$ cat src/rtl/assert_macros.svh
// Assertion macros for the RTL, included by the top level.
`ifndef ASSERT_MACROS_SVH
`define ASSERT_MACROS_SVH
`ifndef SYNTHESIS
`define ASSERT_IMPL(label, clk, rst_n, prop) \
    label: assert property (@(posedge clk) disable iff (!rst_n) prop) \
    else $error("assertion failed");
`define ASSERT_NEVER(label, clk, rst_n, cond) \
    label: assert property (@(posedge clk) disable iff (!rst_n) !(cond)) \
    else $error("forbidden condition");
`else
`define ASSERT_IMPL(label, clk, rst_n, prop)
`define ASSERT_NEVER(label, clk, rst_n, cond)
`endif
`endif

$ cat src/rtl/lmu_pkg.sv
// Types and constants of the landmark map update block.
package lmu_pkg;
    localparam int MAP_DEPTH = 256;
    localparam int FRAME_DEPTH = 32;
    localparam int MAP_AW = $clog2(MAP_DEPTH);
    localparam int MAP_CW = $clog2(MAP_DEPTH + 1);
    localparam int FB_AW = (FRAME_DEPTH > 1) ? $clog2(FRAME_DEPTH) : 1;
    localparam int FB_CW = $clog2(FRAME_DEPTH + 1);

    localparam logic [1:0] CFG_GROUND = 2'd0;
    localparam logic [1:0] CFG_OFS_X = 2'd1;
    localparam logic [1:0] CFG_OFS_Y = 2'd2;

    localparam logic KIND_ENTRY = 1'b0;
    localparam logic KIND_POSE = 1'b1;

    typedef struct packed {
        logic [7:0] landmark_id;
        logic signed [31:0] local_x;
        logic signed [31:0] local_y;
        logic signed [31:0] altitude;
        logic frame_last;
    } request_t;

    typedef struct packed {
        logic result_kind;
        logic [7:0] entry_id;
        logic signed [31:0] world_x;
        logic signed [31:0] world_y;
        logic signed [31:0] global_z;
        logic map_full_drop;
        logic run_last;
    } result_t;

    typedef struct packed {
        logic [7:0] id;
        logic signed [31:0] x;
        logic signed [31:0] y;
    } obs_t;

    // a - b + c formed exactly, saturated to the signed 32-bit range
    function automatic logic signed [31:0] sat_sub_add(input logic signed [31:0] a,
        input logic signed [31:0] b, input logic signed [31:0] c);
        logic signed [33:0] s;
        s = 34'(a) - 34'(b) + 34'(c);
        if (s > 34'sd2147483647) return 32'sh7fffffff;
        else if (s < -34'sd2147483648) return 32'sh80000000;
        else return s[31:0];
    endfunction
endpackage

$ cat src/rtl/lmu_frame_mem.sv
// Frame buffer of observations with ids not yet in the map.
module lmu_frame_mem (
    input  logic clk,
    input  logic we,
    input  logic [lmu_pkg::FB_AW-1:0] waddr,
    input  lmu_pkg::obs_t wdata,
    input  logic [lmu_pkg::FB_AW-1:0] raddr,
    output lmu_pkg::obs_t rdata
);
    lmu_pkg::obs_t mem [lmu_pkg::FRAME_DEPTH];

    always_ff @(posedge clk)
    begin
        if (we)
        begin
            mem[waddr] <= wdata;
        end
        rdata <= mem[raddr];
    end
endmodule

$ cat config.mk
export PLATFORM = sky130hd
export DESIGN_NAME = lmu_frame_mem
export DESIGN_NICKNAME = d
export VERILOG_FILES = /design/src/rtl/assert_macros.svh /design/src/rtl/lmu_pkg.sv /design/src/rtl/lmu_frame_mem.sv
export SDC_FILE = /design/constraint.sdc
export NUM_CORES = 2
export LEC_CHECK = 0
export BUFFER_PORTS_ARGS = -buffer_cell sky130_fd_sc_hd__clkbuf_2
export CAP_MARGIN = 5
export CORE_MARGIN = 4
export CORE_UTILIZATION = 30
export CTS_CLUSTER_SIZE = 14
export DETAILED_ROUTE_END_ITERATION = 7
export HOLD_SLACK_MARGIN = 0.1
export PLACE_DENSITY_LB_ADDON = 0.2
export SLEW_MARGIN = 10
export SYNTH_ARGS = -nofsm -noshare
export SYNTH_HDL_FRONTEND = slang
export SYNTH_SLANG_ARGS = --single-unit
$ cat constraint.sdc
create_clock -name clk -period 9 [get_ports clk]
set_input_delay 1.8 -clock clk [delete_from_list [all_inputs] [get_ports clk]]
set_output_delay 1.8 -clock clk [all_outputs]
set_load 0.01 [all_outputs]
==> results.cfg <==
[critical_path]
cp-start-kind = primary input
rr_endpoint = rdata[60]
rr_worst_depth = 4
r2r_slack_ns = 6.96
timing.rr.start = mem[1][60]
end_kind = register
cp_max_fo = 21
cp.arrival_ns = 4.89
crit_required_ns = 9.81
cp-endpoint = rdata[52]
critPathLaunch = raddr[3]
critical_path_class = in -> reg

[synthesis]
syn_area_um2 = 89100
synth-seq-cells = 2376
synthMuxAreaShare_pct = 13.8
ys_types = 32
syn_area_per_cell_um2 = 21.2
synth_area_leaders = edfxtp_1 78%, mux4_2 7.5%, mux2i_1 6.3%, a22oi_1 3.1%, dfxtp_1 1.6%
synth_edf_count = 2304
yosysTopAreaCell = edfxtp_1
synth_top_family_by_area = multiplexers
synthArstFlopShare_pct = 0
synth_fa_ha_area_share_pct = 0
syn_nets = 4292
synth_xor_area_share_pct = 0
synth_cells = 4208
yosysWarnings = 0
yosys.area.top_type_share_pct = 77.6
ys_seq_area_share_pct = 79.3
synth_compound_area_share_pct = 4.00
synthFlopType = edfxtp_1
synth-simple-area-share_pct = 1.53

[drt]
dr.pass1.iters = 5
first_iter_violations = 4323
drc = 0
drt-total-wl_mm = 256
postRouteAntennaNets = 0
vias = 43300
vias_per_cell = 5.04
routedWlPerCell_um = 29.8

[power]
p_total_mw = 23.3
p_per_area_nw_per_um2 = 227
leakage_nw = 33.0
ir_worst_vdd_v = 0.000164

[clocking]
ctsHoldBuffers = 0
numCtsBuffers = 248
clk_pin_slew_ns = 0.06
ctsHtreeMaxLevel = 4
post_cts_buffers = 0
root_buffer = clkbuf_16
cts_tree = built
cts.sinks = 2376
clk_path_buf_depth = 4
clock_latency_ns = 0.88
cts_resized = 0

[sta]
setup_tns_ns = 0
final_max_slew_viol_count = 0
finalCritPeriodShare_pct = 45.4
setup_viol_count_final = 0
period_needed_ns = 4.08
timing_worst_slew_pin_value_ns = 1.19
rsz0062_at_grt = false
finClkSkew_ns = 0.0302
max_clock_freq_mhz = 245
hold_viol = 0
slew_headroom_pct = 20.7

[global_route]
grt_overflow = 0
grt_pass1_wl_mm = 358
grtUsageTotal_pct = 16.3
grt_max_degree = 104
grt_pass1_vias = 44500
antenna_found_initial = 37

[place]
port_buffers = 155
gp_congestion = 0.714
dpl.hpwl_mm = 129

[cells_and_area]
areaGrowthSynthToFinish_pct = 15.2
drive_gt1_share_pct = 20.2
nets = 4551
final.fill_count = 27500

[status]
status = finished, final reports clean

[die]
boundaryPins = 156
die_x_um = 553
chipHeight_um = 553
row_count = 199
start_util_pct = 30.2
coreArea_um2 = 295000
dieArea_um2 = 306000

[flow_run]
maxCapViolations = 0

[min_path]
hold_path_class = reg -> reg
cell families after synthesis:
kind of cell / count (synthesis)
simple gates: 262
flops: 2376
compound gates: 477
mux: 856
buf+inv: 237
report_power, final:
part | internal, mW | switching, mW | total [mW]
Sequential | 12.3 | 0.0912 | 12.4
Clock | 5.63 | 4.19 | 9.82
Combinational | 0.366 | 0.711 | 1.08
Total | 18.3 | 4.99 | 23.3
per-layer routing:
metal  wire length [µm]  global-route usage (%)  vias up
met4               4190                    2.96       20
met1             117000                    23.3    23700
li1                   -                       -    18200
met5                126                       0        -
met3              11800                    2.40      333
met2             123000                    26.7     1089
per-stage QoR:
step	setup slack [ns]	instances	area (µm²)	hold slack, ns	utilization, %
2_1_floorplan	3.03	4208	89100	0.559	-
3_3_place_gp	3.93	8135	94900	0.602	32.2
3_5_place_dp	4.01	8136	94900	0.624	32.2
4_1_cts	4.95	8584	103000	0.640	34.8
5_1_grt	4.83	8585	103000	0.673	34.8
6_report	4.92	8590	103000	0.632	34.8
layout by cell type (no fill, tap or decap), types with 3 or more instances in the layout:
master	instances
diode_2	6
clkinv_2	45
nor2b_4	7
a221oi_1	6
nor2b_2	4
a22oi_1	367
a22o_1	45
nand4_1	27
a21oi_1	6
nor2_1	3
nand2_1	9
buf_4	65
clkinv_1	36
clkbuf_2	151
nand3b_1	5
nor2b_1	8
nor2_4	34
o211ai_1	6
o21ai_0	6
dfxtp_1	72
and2_1	7
nor2_2	4
or3b_2	3
inv_6	3
clkinvlp_4	3
clkbuf_8	26
a31oi_1	39
edfxtp_1	2304
clkbuf_1	69
bufinv_16	12
mux4_2	296
nand3_1	138
mux2i_1	560
clkbuf_16	250
buf_12	28
cell usage after synthesis (3+ instances only):
master,instances
o21ai_0,6
edfxtp_1,2304
buf_1,7
buf_2,81
nor3_1,3
nand4_1,27
buf_4,21
and2_1,9
a221oi_1,6
clkbuf_1,100
nor2b_1,19
mux2i_1,560
nand2_1,9
buf_6,28
a22o_1,45
nor2_1,39
o211ai_1,6
a22oi_1,367
mux4_2,296
a31oi_1,39
nand3_1,138
dfxtp_1,72
or3b_2,3
nand3b_1,5
a21oi_1,6
how the worst min path moves through the flow:
stage	startpoint	to	slack, ns	depth (start not counted)
5_1_grt	mem[27][14]	rdata[14]	0.67	4
4_1_cts	mem[27][14]	rdata[14]	0.64	4
3_5_place_dp	mem[27][14]	rdata[14]	0.62	4
6_report	mem[27][14]	rdata[14]	0.63	4
3_3_place_gp	mem[26][14]	rdata[14]	0.60	4
2_1_floorplan	mem[26][14]	rdata[14]	0.56	4
layout make-up:
cell class,count,area [µm²],share of cell area (%)
Tap cell,3919,4900,4.78
Timing Repair Buffer,246,1830,1.79
Sequential cell,2376,70600,68.8
Clock buffer,345,6870,6.70
Clock inverter,103,823,0.802
Multi-Input combinational cell,1595,17600,17.1
Antenna cell,6,15.0,0.0146
flip-flops by register name, indices dropped and copies added (netlist names):
name / cells
rdata: 72
mem: 2304
worst max-delay path, stage by stage:
cell and delay (ns):
buf_4 0.24, nor2b_4 0.84, buf_4 0.60, and2_1 0.95, a22oi_1 0.24, nand3_1 0.15
(Power assumes the default switching activity.)
